===== src/rtl/core/tmfs_pkg.sv =====
package tmfs_pkg;

    localparam int RAW_W = 12;
    localparam int POS_W = 10;
    localparam int DIM_W = 11;
    localparam int CFG_IDX_W = 2;

    localparam logic [POS_W-1:0] POS_MAX = '1;

    typedef enum logic [1:0] {
        OP_PEN_UP    = 2'd0,
        OP_X_SAMPLE  = 2'd1,
        OP_Y_SAMPLE  = 2'd2,
        OP_FRAME_END = 2'd3
    } op_t;

    typedef enum logic [CFG_IDX_W-1:0] {
        CFG_SCREEN_WIDTH  = 2'd0,
        CFG_SCREEN_HEIGHT = 2'd1,
        CFG_LOWER_BOUND   = 2'd2,
        CFG_UPPER_BOUND   = 2'd3
    } cfg_idx_t;

    typedef logic [RAW_W-1:0] raw_t;
    typedef logic [POS_W-1:0] pos_t;
    typedef logic [DIM_W-1:0] dim_t;

endpackage


===== src/rtl/core/tmfs_median.sv =====
module tmfs_median #(
    parameter int COUNT = 5
) (
    input  logic [COUNT-1:0][tmfs_pkg::RAW_W-1:0] store,
    output tmfs_pkg::raw_t                         median
);

    localparam int RANK_W = $clog2(COUNT + 1);
    localparam logic [RANK_W-1:0] MID = RANK_W'(COUNT / 2);

    logic [RANK_W-1:0] rank [COUNT];

    // stable rank: ties ordered by position, so exactly one entry sits at MID
    always_comb
    begin
        median = '0;
        for (int i = 0; i < COUNT; i++)
        begin
            rank[i] = '0;
            for (int j = 0; j < COUNT; j++)
            begin
                if (j != i)
                begin
                    if ((store[j] < store[i]) || ((j < i) && (store[j] == store[i])))
                    begin
                        rank[i] = rank[i] + RANK_W'(1);
                    end
                end
            end
        end
        for (int i = 0; i < COUNT; i++)
        begin
            if (rank[i] == MID)
            begin
                median = store[i];
            end
        end
    end

endmodule


===== src/rtl/core/touch_median_filter_scaler_unit.sv =====
// Touch median filter and scaler. X and Y converter samples (12 bits) are
// collected into two stores of SAMPLE_COUNT entries each; further samples of
// a channel in the same frame are dropped once its store is full. A frame-end
// transaction takes the median of each whole store, reports it as the raw
// median, and, when both medians lie strictly between lower_bound and
// upper_bound, scales X by screen_width/FULL_SCALE and (FULL_SCALE - Y) by
// screen_height/FULL_SCALE, saturating at 1023, and reports touched. A pen-up
// transaction reports not touched with the previous positions and medians.
// Sample transactions produce no result. One transaction is taken per cycle
// while in_stall is low (out_stall back-pressure can raise it). For a result,
// medians are captured at acceptance, the scaling multiply is registered, and
// the divide by FULL_SCALE is a reciprocal multiply in the output stage.
// Configuration is always ready and should be written only while idle.
module touch_median_filter_scaler_unit #(
    parameter int SAMPLE_COUNT = 5,
    parameter int FULL_SCALE   = 4095
) (
    input  logic                                 clk,
    input  logic                                 rst_n,

    input  logic                                 in_valid,
    output logic                                 in_stall,
    input  logic [1:0]                           opcode,
    input  logic [tmfs_pkg::RAW_W-1:0]           sample,

    output logic                                 out_valid,
    input  logic                                 out_stall,
    output logic                                 touched,
    output logic [tmfs_pkg::POS_W-1:0]           x_pos,
    output logic [tmfs_pkg::POS_W-1:0]           y_pos,
    output logic [tmfs_pkg::RAW_W-1:0]           x_median,
    output logic [tmfs_pkg::RAW_W-1:0]           y_median,

    input  logic                                 cfg_valid,
    output logic                                 cfg_ready,
    input  logic [tmfs_pkg::CFG_IDX_W-1:0]       cfg_index,
    input  logic [tmfs_pkg::RAW_W-1:0]           cfg_data
);

    localparam int FILL_W  = $clog2(SAMPLE_COUNT + 1);
    localparam int FS_W    = $clog2(FULL_SCALE + 1);
    localparam int VAL_W   = (FS_W > tmfs_pkg::RAW_W) ? FS_W : tmfs_pkg::RAW_W;
    localparam int PROD_W  = VAL_W + tmfs_pkg::DIM_W;
    localparam int SHIFT   = PROD_W + $clog2(FULL_SCALE);
    localparam int RECIP_W = PROD_W + 1;
    localparam int MUL_W   = PROD_W + RECIP_W;
    localparam int QUO_W   = MUL_W - SHIFT;
    localparam logic [63:0] RECIP =
        ((64'd1 << SHIFT) + 64'(FULL_SCALE) - 64'd1) / 64'(FULL_SCALE);

    localparam tmfs_pkg::dim_t WIDTH_RST  = 11'd320;
    localparam tmfs_pkg::dim_t HEIGHT_RST = 11'd240;
    localparam tmfs_pkg::raw_t LOWER_RST  = 12'd150;
    localparam tmfs_pkg::raw_t UPPER_RST  = 12'd3900;

    tmfs_pkg::op_t op;
    logic          in_acc;
    logic          en1;
    logic          en2;
    logic          en3;

    tmfs_pkg::dim_t width_reg;
    tmfs_pkg::dim_t height_reg;
    tmfs_pkg::raw_t lower_reg;
    tmfs_pkg::raw_t upper_reg;

    logic [SAMPLE_COUNT-1:0][tmfs_pkg::RAW_W-1:0] x_store_reg;
    logic [SAMPLE_COUNT-1:0][tmfs_pkg::RAW_W-1:0] y_store_reg;
    logic [FILL_W-1:0] x_fill_reg;
    logic [FILL_W-1:0] y_fill_reg;
    tmfs_pkg::raw_t    raw_x_hold_reg;
    tmfs_pkg::raw_t    raw_y_hold_reg;
    tmfs_pkg::raw_t    mx;
    tmfs_pkg::raw_t    my;
    tmfs_pkg::raw_t    xmed_next;
    tmfs_pkg::raw_t    ymed_next;

    logic              s1_valid_reg;
    logic              s1_frame_reg;
    tmfs_pkg::raw_t    s1_xmed_reg;
    tmfs_pkg::raw_t    s1_ymed_reg;

    logic              s2_valid_reg;
    logic              s2_hit_reg;
    logic [PROD_W-1:0] s2_px_reg;
    logic [PROD_W-1:0] s2_py_reg;
    tmfs_pkg::raw_t    s2_xmed_reg;
    tmfs_pkg::raw_t    s2_ymed_reg;

    logic              hit;
    logic [VAL_W-1:0]  y_ext;
    logic [VAL_W-1:0]  y_inv;
    logic [MUL_W-1:0]  qx_full;
    logic [MUL_W-1:0]  qy_full;
    logic [QUO_W-1:0]  qx;
    logic [QUO_W-1:0]  qy;
    tmfs_pkg::pos_t    x_pos_next;
    tmfs_pkg::pos_t    y_pos_next;

    logic              out_valid_reg;
    logic              touched_reg;
    tmfs_pkg::pos_t    x_pos_reg;
    tmfs_pkg::pos_t    y_pos_reg;
    tmfs_pkg::raw_t    x_median_reg;
    tmfs_pkg::raw_t    y_median_reg;

    assign op        = tmfs_pkg::op_t'(opcode);
    assign en3       = !out_valid_reg || !out_stall;
    assign en2       = !s2_valid_reg || en3;
    assign en1       = !s1_valid_reg || en2;
    assign in_stall  = !en1;
    assign in_acc    = in_valid && en1;
    assign cfg_ready = 1'b1;

    // configuration
    always_ff @(posedge clk or negedge rst_n)
    begin
        if (!rst_n)
        begin
            width_reg  <= WIDTH_RST;
            height_reg <= HEIGHT_RST;
            lower_reg  <= LOWER_RST;
            upper_reg  <= UPPER_RST;
        end
        else if (cfg_valid)
        begin
            unique case (tmfs_pkg::cfg_idx_t'(cfg_index))
                tmfs_pkg::CFG_SCREEN_WIDTH:  width_reg  <= cfg_data[tmfs_pkg::DIM_W-1:0];
                tmfs_pkg::CFG_SCREEN_HEIGHT: height_reg <= cfg_data[tmfs_pkg::DIM_W-1:0];
                tmfs_pkg::CFG_LOWER_BOUND:   lower_reg  <= cfg_data;
                tmfs_pkg::CFG_UPPER_BOUND:   upper_reg  <= cfg_data;
                default: ;
            endcase
        end
    end

    tmfs_median #(
        .COUNT (SAMPLE_COUNT)
    ) u_x_median (
        .store  (x_store_reg),
        .median (mx)
    );

    tmfs_median #(
        .COUNT (SAMPLE_COUNT)
    ) u_y_median (
        .store  (y_store_reg),
        .median (my)
    );

    assign xmed_next = (op == tmfs_pkg::OP_FRAME_END) ? mx : raw_x_hold_reg;
    assign ymed_next = (op == tmfs_pkg::OP_FRAME_END) ? my : raw_y_hold_reg;

    // sample stores, fill counts and raw median holds
    always_ff @(posedge clk or negedge rst_n)
    begin
        if (!rst_n)
        begin
            x_store_reg    <= '0;
            y_store_reg    <= '0;
            x_fill_reg     <= '0;
            y_fill_reg     <= '0;
            raw_x_hold_reg <= '0;
            raw_y_hold_reg <= '0;
        end
        else if (in_acc)
        begin
            unique case (op)
                tmfs_pkg::OP_X_SAMPLE:
                begin
                    if (x_fill_reg < FILL_W'(SAMPLE_COUNT))
                    begin
                        for (int i = 0; i < SAMPLE_COUNT; i++)
                        begin
                            if (x_fill_reg == FILL_W'(i))
                            begin
                                x_store_reg[i] <= sample;
                            end
                        end
                        x_fill_reg <= x_fill_reg + FILL_W'(1);
                    end
                end
                tmfs_pkg::OP_Y_SAMPLE:
                begin
                    if (y_fill_reg < FILL_W'(SAMPLE_COUNT))
                    begin
                        for (int i = 0; i < SAMPLE_COUNT; i++)
                        begin
                            if (y_fill_reg == FILL_W'(i))
                            begin
                                y_store_reg[i] <= sample;
                            end
                        end
                        y_fill_reg <= y_fill_reg + FILL_W'(1);
                    end
                end
                default:
                begin
                    x_fill_reg     <= '0;
                    y_fill_reg     <= '0;
                    raw_x_hold_reg <= xmed_next;
                    raw_y_hold_reg <= ymed_next;
                end
            endcase
        end
    end

    // stage 1: medians captured
    always_ff @(posedge clk or negedge rst_n)
    begin
        if (!rst_n)
        begin
            s1_valid_reg <= 1'b0;
        end
        else if (en1)
        begin
            s1_valid_reg <= in_acc && ((op == tmfs_pkg::OP_PEN_UP) ||
                                       (op == tmfs_pkg::OP_FRAME_END));
        end
    end

    always_ff @(posedge clk)
    begin
        if (en1)
        begin
            s1_frame_reg <= (op == tmfs_pkg::OP_FRAME_END);
            s1_xmed_reg  <= xmed_next;
            s1_ymed_reg  <= ymed_next;
        end
    end

    // stage 2: bounds check, Y inversion, scaling multiply
    assign hit = s1_frame_reg &&
                 (s1_xmed_reg > lower_reg) && (s1_xmed_reg < upper_reg) &&
                 (s1_ymed_reg > lower_reg) && (s1_ymed_reg < upper_reg);
    assign y_ext = VAL_W'(s1_ymed_reg);
    assign y_inv = (y_ext > VAL_W'(FULL_SCALE)) ? '0 : (VAL_W'(FULL_SCALE) - y_ext);

    always_ff @(posedge clk or negedge rst_n)
    begin
        if (!rst_n)
        begin
            s2_valid_reg <= 1'b0;
        end
        else if (en2)
        begin
            s2_valid_reg <= s1_valid_reg;
        end
    end

    always_ff @(posedge clk)
    begin
        if (en2)
        begin
            s2_hit_reg  <= hit;
            s2_px_reg   <= PROD_W'(s1_xmed_reg) * PROD_W'(width_reg);
            s2_py_reg   <= PROD_W'(y_inv) * PROD_W'(height_reg);
            s2_xmed_reg <= s1_xmed_reg;
            s2_ymed_reg <= s1_ymed_reg;
        end
    end

    // stage 3: divide by full scale via reciprocal, saturate
    assign qx_full = MUL_W'(s2_px_reg) * MUL_W'(RECIP[RECIP_W-1:0]);
    assign qy_full = MUL_W'(s2_py_reg) * MUL_W'(RECIP[RECIP_W-1:0]);
    assign qx      = qx_full[MUL_W-1:SHIFT];
    assign qy      = qy_full[MUL_W-1:SHIFT];
    assign x_pos_next = (qx > QUO_W'(tmfs_pkg::POS_MAX)) ? tmfs_pkg::POS_MAX
                                                          : qx[tmfs_pkg::POS_W-1:0];
    assign y_pos_next = (qy > QUO_W'(tmfs_pkg::POS_MAX)) ? tmfs_pkg::POS_MAX
                                                          : qy[tmfs_pkg::POS_W-1:0];

    // output register; positions and touch flag double as the held values
    always_ff @(posedge clk or negedge rst_n)
    begin
        if (!rst_n)
        begin
            out_valid_reg <= 1'b0;
            touched_reg   <= 1'b0;
            x_pos_reg     <= '0;
            y_pos_reg     <= '0;
        end
        else if (en3)
        begin
            out_valid_reg <= s2_valid_reg;
            if (s2_valid_reg)
            begin
                touched_reg <= s2_hit_reg;
                if (s2_hit_reg)
                begin
                    x_pos_reg <= x_pos_next;
                    y_pos_reg <= y_pos_next;
                end
            end
        end
    end

    always_ff @(posedge clk)
    begin
        if (en3 && s2_valid_reg)
        begin
            x_median_reg <= s2_xmed_reg;
            y_median_reg <= s2_ymed_reg;
        end
    end

    assign out_valid = out_valid_reg;
    assign touched   = touched_reg;
    assign x_pos     = x_pos_reg;
    assign y_pos     = y_pos_reg;
    assign x_median  = x_median_reg;
    assign y_median  = y_median_reg;

endmodule


===== config.mk =====
export PLATFORM = sky130hd
export DESIGN_NAME = touch_median_filter_scaler_unit
export DESIGN_NICKNAME = d
export VERILOG_FILES = /design/src/rtl/core/tmfs_pkg.sv /design/src/rtl/core/tmfs_median.sv /design/src/rtl/core/touch_median_filter_scaler_unit.sv
export SDC_FILE = /design/constraint.sdc
export NUM_CORES = 2
export LEC_CHECK = 0
export BUFFER_PORTS_ARGS = -buffer_cell sky130_fd_sc_hd__buf_2
export CAP_MARGIN = 40
export CORE_ASPECT_RATIO = 2
export CORE_MARGIN = 4
export CORE_UTILIZATION = 55
export CTS_CLUSTER_DIAMETER = 80
export CTS_CLUSTER_SIZE = 8
export DETAILED_ROUTE_END_ITERATION = 7
export GPL_ROUTABILITY_DRIVEN = 1
export PLACE_DENSITY = 0.68
export REMOVE_ABC_BUFFERS = 1
export SYNTH_ARGS = -nofsm -noshare
export SYNTH_HDL_FRONTEND = slang
export SYNTH_SLANG_ARGS = --single-unit
export TNS_END_PERCENT = 20

===== constraint.sdc =====
create_clock -name clk -period 15.7 [get_ports clk]
set_clock_uncertainty 0.15 [all_clocks]
set_input_delay 0.785 -clock clk [delete_from_list [all_inputs] [get_ports clk]]
set_output_delay 0.785 -clock clk [all_outputs]
set_load 0.005 [all_outputs]

# ---- Word level (Yosys, flattened, before mapping)
# Cells that the tools add are included.
# Widths: inputs -> output; s select.
dict set report classes {
  eq_ne 46
  n_lt_le_gt_ge 49
  n_mux 59
  reduce_logical 60
  multipliers 4
  bitwise_logic 3
  addsub 33
}
# operator n
set op_table {}
lappend op_table {{$lt 12x12->1} 42}
lappend op_table {{$eq 12x12->1} 20}
lappend op_table {{$mux 12} 13}
lappend op_table {{$add 3x1->3 const B} 32}
lappend op_table {{$mux 3} 32}
lappend op_table {{$mul 23x24->47 const B} 2}
lappend op_table {{$mul 12x11->23} 2}
lappend op_table {{$eq 3x2->1 const B} 14}
lappend op_table {{$reduce_and 4->1} 10}
lappend op_table {{$gt 12x10->1 const B} 2}
lappend op_table {{$gt 12x12->1} 2}
lappend op_table {{$logic_or 1x1->1} 24}
lappend op_table {{$mux 10} 2}
lappend op_table {{$gt 12x12->1 const B} 1}
lappend op_table {{$pmux 3 s2} 2}
lappend op_table {{$reduce_and 2->1} 6}
lappend op_table {{$sub 12x12->12 const A} 1}
lappend op_table {{$mux 1} 10}
lappend op_table {{$reduce_and 3->1} 3}
lappend op_table {{$eq 2x2->1 const B} 4}
lappend op_table {{$logic_and 1x1->1} 7}
lappend op_table {{$eq 3x1->1 const B} 2}
lappend op_table {{$eq 3x3->1 const B} 2}
lappend op_table {{$logic_not 3->1} 2}
lappend op_table {{other kinds (7)} 17}
dict set report word_totals {
  word_cells 288
  inputBits 33
  ff_bits 340
}

# ---- Logic depth before layout (Yosys ltp)
dict set report logic_depth {
  word_depth 15
  ltp_mapped 23
  depth_no_buf 22
}

# ---- Modules after synthesis
# Synthesis repeated with hierarchy kept, for this count alone.
dict set report unflattened {
  hier_cells 3268
  hier_area_um2 33598.5
}
# module area_each_um2 seq_area_each_um2 n_inst cells_per_inst
set modules_own_cells {}
lappend modules_own_cells {touch_median_filter_scaler_unit 25475.7 9131.3 1 2218}
lappend modules_own_cells {tmfs_median 4061.4 0.0 2 525}

# ---- Least setup slack after synthesis
# No wires, ideal clock.
dict set report synth_timing {
  path_type {register -> register}
  from {register width_reg[8]}
  to {register s2_px_reg[22], data pin}
  path_buffers 1
  setup_time_ns 0.260
  arrival_ns 5.334
  path_stages_with_launch 20
  setup_slack_ns 9.956
  t_required_ns 15.290
  cell_sequence {dfstp_2 -> clkbuf_1 -> and2_1 -> fa_1 -> fa_1 -> fa_1 -> fa_1 -> inv_1 -> fa_1 -> inv_1 -> ha_1 -> o21a_1 -> o21a_1 -> or2_2 -> nand3_1 -> a211oi_1 -> or2_2 -> a211oi_1 -> o21bai_1 -> xnor2_1}
}
dict set report synth_between {
  elab_chain_len 1
}
# item line
set synth_rtl {}
lappend synth_rtl {{start, declared} touch_median_filter_scaler_unit.sv:62} ;# tmfs_pkg::dim_t width_reg;
lappend synth_rtl {{start signal, assigned} touch_median_filter_scaler_unit.sv:128} ;# tmfs_pkg::CFG_SCREEN_WIDTH: width_reg <= cfg_data[tmfs_pkg::DIM_W-1:0];
lappend synth_rtl {{$mul 12x11->23} touch_median_filter_scaler_unit.sv:256} ;# s2_px_reg <= PROD_W'(s1_xmed_reg) * PROD_W'(width_reg);
lappend synth_rtl {{end signal, assigned} touch_median_filter_scaler_unit.sv:256}
lappend synth_rtl {{end, declared} touch_median_filter_scaler_unit.sv:85} ;# logic [PROD_W-1:0] s2_px_reg;
# No other way between the ends.
# A chain may end at the register's enable or synchronous reset.

# ---- Worst setup path in the final report
dict set report layout_timing {
  from {register s1_ymed_reg[3]}
  to {register s2_py_reg[21], data pin}
}
dict set report layout_between {
  elab_chain_len 3
  word_cells_on_any_way 4
}
# item line
set layout_rtl {}
lappend layout_rtl {{start, declared} touch_median_filter_scaler_unit.sv:81} ;# tmfs_pkg::raw_t s1_ymed_reg;
lappend layout_rtl {{start signal, assigned} touch_median_filter_scaler_unit.sv:228} ;# s1_ymed_reg <= ymed_next;
lappend layout_rtl {{$sub 12x12->12 or $gt 12x12->1 (tied branches)} touch_median_filter_scaler_unit.sv:237} ;# assign y_inv = (y_ext > VAL_W'(FULL_SCALE)) ? '0 : (VAL_W'(FULL_SCALE) - y_ext);
lappend layout_rtl {{$mux 12 *} touch_median_filter_scaler_unit.sv:237}
lappend layout_rtl {{$mul 12x11->23 *} touch_median_filter_scaler_unit.sv:257} ;# s2_py_reg <= PROD_W'(y_inv) * PROD_W'(height_reg);
lappend layout_rtl {{end signal, assigned} touch_median_filter_scaler_unit.sv:257}
lappend layout_rtl {{end, declared} touch_median_filter_scaler_unit.sv:86} ;# logic [PROD_W-1:0] s2_py_reg;
# Mark *: on every way between the ends. The rest lies on a longest branch, timed or not.

==> metrics list <==
* Run status: completed
* Starting density of the core: 0.557
* Vert. Die Dim: 357 µm
- Setup repair after global routing left no endpoint under its margin.
* Overall overflow remaining after global route: 0
- Post-CTS clock slew at the launch and capture registers of the worst setup and hold paths: 50 ps
* Share of synthesized flip-flops with an asynchronous set or reset: 0.647
- Static timing analysis puts the maximum clock frequency at 159 MHz.
- In this run the horizontal extent of the chip is 183 µm.
* CP top delay family: adder cells
- The worst setup path is launched from a register.
* Slowest cell on the critical path: sky130_fd_sc_hd__o41ai_1
- Worst max-slew margin expressed relative to the limit: 0.357
- In this run the worst path has a maximum fanout of 14.
- The share of the synthesized area in compound gates (AO/OA/AOI/OAI) is 0.119.
- EDFF count, synth: 120
- Number of input and output port buffers inserted: 79
- Number of pins exceeding their max-slew limit in the final report: 0
- Buffer depth of the longest clock path: 3
- The critical path goes through nand2b_1 -> fa_1 -> fa_1 -> inv_1 -> fa_1 -> fa_1 -> inv_1 -> fa_1 -> inv_1 -> ha_1 -> o2111ai_1 -> nand3_1 -> o41ai_1 -> o211a_1 -> a21oi_1 -> a41o_1 -> o41ai_1 -> xnor2_1.
- The routed design could run at a clock period as short as 6300 ps.
- Seq/Total Area, Yosys: 0.272
* Hold Path Class: in -> async
- CTS tree: built
* Depth of the critical timing path with buffers and inverters included: 18
- For the pin with the worst max-slew slack, the measured transition is 953 ps.
- Across every metal layer, demand over resource in global routing totals 0.294.
- STA puts the critical path data required time at 15870 ps.
- The tree built by TritonCTS fans out to 340 sinks.
- The via count of the first global-routing pass is 27800.
- Of the total synthesized cell area, the portion taken by XOR and XNOR cells is 0.0141.
- The most used flip-flop cell after synthesis is sky130_fd_sc_hd__dfrtp_1.
- After detailed routing, the average wire length per cell comes to 22.6 µm.
- Placed Area: 34700 µm²
- Total of cells resized after clock tree synthesis: 0
- Total vias in the final route: 26100
- Commonest cells in the netlist: 631 x sky130_fd_sc_hd__ha_1, 409 x sky130_fd_sc_hd__inv_1, 219 x sky130_fd_sc_hd__nand2_1, 202 x sky130_fd_sc_hd__dfrtp_1, 180 x sky130_fd_sc_hd__fa_1
- Die footprint: 65200 µm²
- For this design, the CTS-stage hold fixing added 0 buffers.
* Cells taking the most area after synthesis: sky130_fd_sc_hd__ha_1 24%, sky130_fd_sc_hd__dfrtp_1 15%, sky130_fd_sc_hd__edfxtp_1 11%
- Ratio of routed vias to standard cells: 6.14
* Std-Cell Core Area: 60200 µm²
* Post-synthesis cell area: 33500 µm²
- Setup TNS: 0 ps
* Mapped Avg Cell Area: 9.83 µm²
- The first global-routing pass estimated 150000 µm of wire.
- STA classifies the critical path endpoint as a register.
- Number of nets in the final layout: 4287
- Detailed Routing Iterations Pass 1: 6
* Root Buffer Master: sky130_fd_sc_hd__clkbuf_16
- Area of all placed cells without fillers: 36100 µm²
- Routed wire length: 96000 µm
* DP Worst Slack: 9410 ps
* Num CTS Buffers: 48
- Gpl congestion: 1.03
- HPWL reported at the end of detailed placement: 77700 µm
* Fraction of synthesized area in multiplexers: 0.0502
- The area growth from synthesis to layout is 7.65%.
- Synthesis inferred 340 register bits.
- Depth of the worst register-to-register path: 18
- Antenna-violating nets left: 0
- Final count of hold timing violations: 0
- The H-tree generated during clock tree synthesis spans 2 levels.
* Share of post-route cells with drive strength above 1: 0.103
* Worst-case setup margin in the final layout: 9400 ps
- Violation count after the first detailed-routing iteration: 1447
* Yosys warnings: 0
* Library cells used by synthesis: 76
* Buffers and inverters on the worst path: 3
- Final number of setup-violating endpoints: 0
- Setup Crit Path Kind: reg -> reg
* Maximum cell stage delay along the critical path: 660 ps
- By area, the combinational part of the netlist is dominated by adder cells.
* Reported max-cap violation count: 0
- Share of synthesized cell area in full adder, half adder and majority cells: 0.343
- Number of filler cells placed in the layout: 5148
- STA puts the critical path data arrival time at 6480 ps.
- Largest net degree at the start of global routing: 80
* Number of placement rows: 127
* Number of instances in the synthesized netlist: 3411
- Number of antenna violations at the first check in global routing: 5
- Dividing the final minimum period by the clock period gives 0.402.
- Of the total synthesized cell area, the portion taken by AND, OR, NAND and NOR gates is 0.141.
- sky130_fd_sc_hd__ha_1 is the most common cell in the netlist.
- The synthesized design spends more area on one cell type than any other, namely sky130_fd_sc_hd__ha_1.
- Clock latency on the worst-skew pair: 590 ps
- The setup check on the worst reg-to-reg path leaves a slack of 9400 ps.
- DR DRC count: 0
- Post-CTS repair timing setup buffer count: 0
- Yosys top cell area share: 0.235
- Cell seen most often among critical-path stages: sky130_fd_sc_hd__fa_1
* Io pins: 81
## cells in the final DEF, fill, tap and decap left out, types with 9 or more instances in the layout
master / n
sky130_fd_sc_hd__nor2b_1: 99
sky130_fd_sc_hd__a31oi_1: 9
sky130_fd_sc_hd__clkbuf_16: 49
sky130_fd_sc_hd__a21oi_1: 173
sky130_fd_sc_hd__buf_4: 20
sky130_fd_sc_hd__o21a_1: 18
sky130_fd_sc_hd__o211ai_1: 19
sky130_fd_sc_hd__nand2_1: 219
sky130_fd_sc_hd__a221oi_1: 14
sky130_fd_sc_hd__a211oi_1: 16
sky130_fd_sc_hd__nor3_1: 50
sky130_fd_sc_hd__dfstp_2: 18
sky130_fd_sc_hd__mux2i_1: 14
sky130_fd_sc_hd__a21boi_0: 9
sky130_fd_sc_hd__nand4_1: 63
sky130_fd_sc_hd__o2111a_1: 12
sky130_fd_sc_hd__inv_1: 409
sky130_fd_sc_hd__nand2b_1: 92
sky130_fd_sc_hd__nand3_1: 66
sky130_fd_sc_hd__or2_2: 35
sky130_fd_sc_hd__o21ai_0: 134
sky130_fd_sc_hd__mux2_2: 133
sky130_fd_sc_hd__o311a_1: 12
sky130_fd_sc_hd__a311oi_1: 15
sky130_fd_sc_hd__dfrtp_1: 202
sky130_fd_sc_hd__clkbuf_1: 32
sky130_fd_sc_hd__xnor2_1: 46
sky130_fd_sc_hd__and2_1: 89
sky130_fd_sc_hd__fa_1: 180
sky130_fd_sc_hd__edfxtp_1: 120
sky130_fd_sc_hd__a21o_1: 60
sky130_fd_sc_hd__o2111ai_1: 15
sky130_fd_sc_hd__buf_2: 78
sky130_fd_sc_hd__nor2_1: 131
sky130_fd_sc_hd__o22ai_1: 43
sky130_fd_sc_hd__ha_1: 631
sky130_fd_sc_hd__and3_1: 22
## layout make-up
class,count,area [µm²],share of cell area
multi-input cells,2539,22400,0.621
flip-flops and latches,340,9130,0.253
inverters,409,1540,0.0425
clock buffers,81,1350,0.0373
well taps,774,968,0.0268
repair buffers,105,672,0.0186
clock inverters,2,25.0,0.000693
diodes,4,10.0,0.000277
## cells by family after synthesis
kind of cell    count (synthesis)
other cells                     1
fa+ha+maj                     811
compound gates                614
flops                         340
buf+inv                       532
xor+xnor                       54
mux                           149
simple gates                  910
## worst register-to-register path: cells and delay by family, from the launching register on
kind / cells / cell delay [ps]
buffers and inverters: 3 / 190
xor gates and xnor gates: 1 / 110
and+or+nand+nor: 2 / 410
AOI/OAI and AO/OA: 6 / 1830
adders and majority gates: 6 / 2750
DFF: 1 / 630
## path summary, 6_finish.rpt
check | to | from
worst min register to register | y_median[11]$_DFFE_PP_ | s2_ymed_reg[11]$_DFFE_PP_
max in group asynchronous | lower_reg[7]$_DFFE_PN1P_ | rst_n
min in group clk | y_median[11]$_DFFE_PP_ | s2_ymed_reg[11]$_DFFE_PP_
worst max-delay path | s2_py_reg[21]$_DFFE_PP_ | s1_ymed_reg[3]$_DFFE_PN_
worst min-delay path | y_pos[1]$_DFFE_PN0P_ | rst_n
worst max register to register | s2_py_reg[21]$_DFFE_PP_ | s1_ymed_reg[3]$_DFFE_PN_
## per-stage QoR
| step | hold slack, ps | util | std cells |
|---|---|---|---|
| global route | 126 | 0.599 | 4250 |
| detailed placement | 255 | 0.577 | 4167 |
| finish | 77.3 | 0.600 | 4254 |
| global placement | 256 | 0.575 | 4159 |
| floorplan | 250 | - | 3288 |
| CTS | 85.9 | 0.599 | 4250 |
## routing by layer
metal / up-vias / GRT usage / share of wire
met5: - / 0 / 0.000073
met4: 2 / 0.220 / 0.090
met3: 357 / 0.0324 / 0.038
met2: 845 / 0.545 / 0.53
met1: 12900 / 0.298 / 0.34
li1: 12000 / - / -
Power is not shown: default switching activity piles up to over one toggle a cycle in this logic, so the estimate is an artifact.
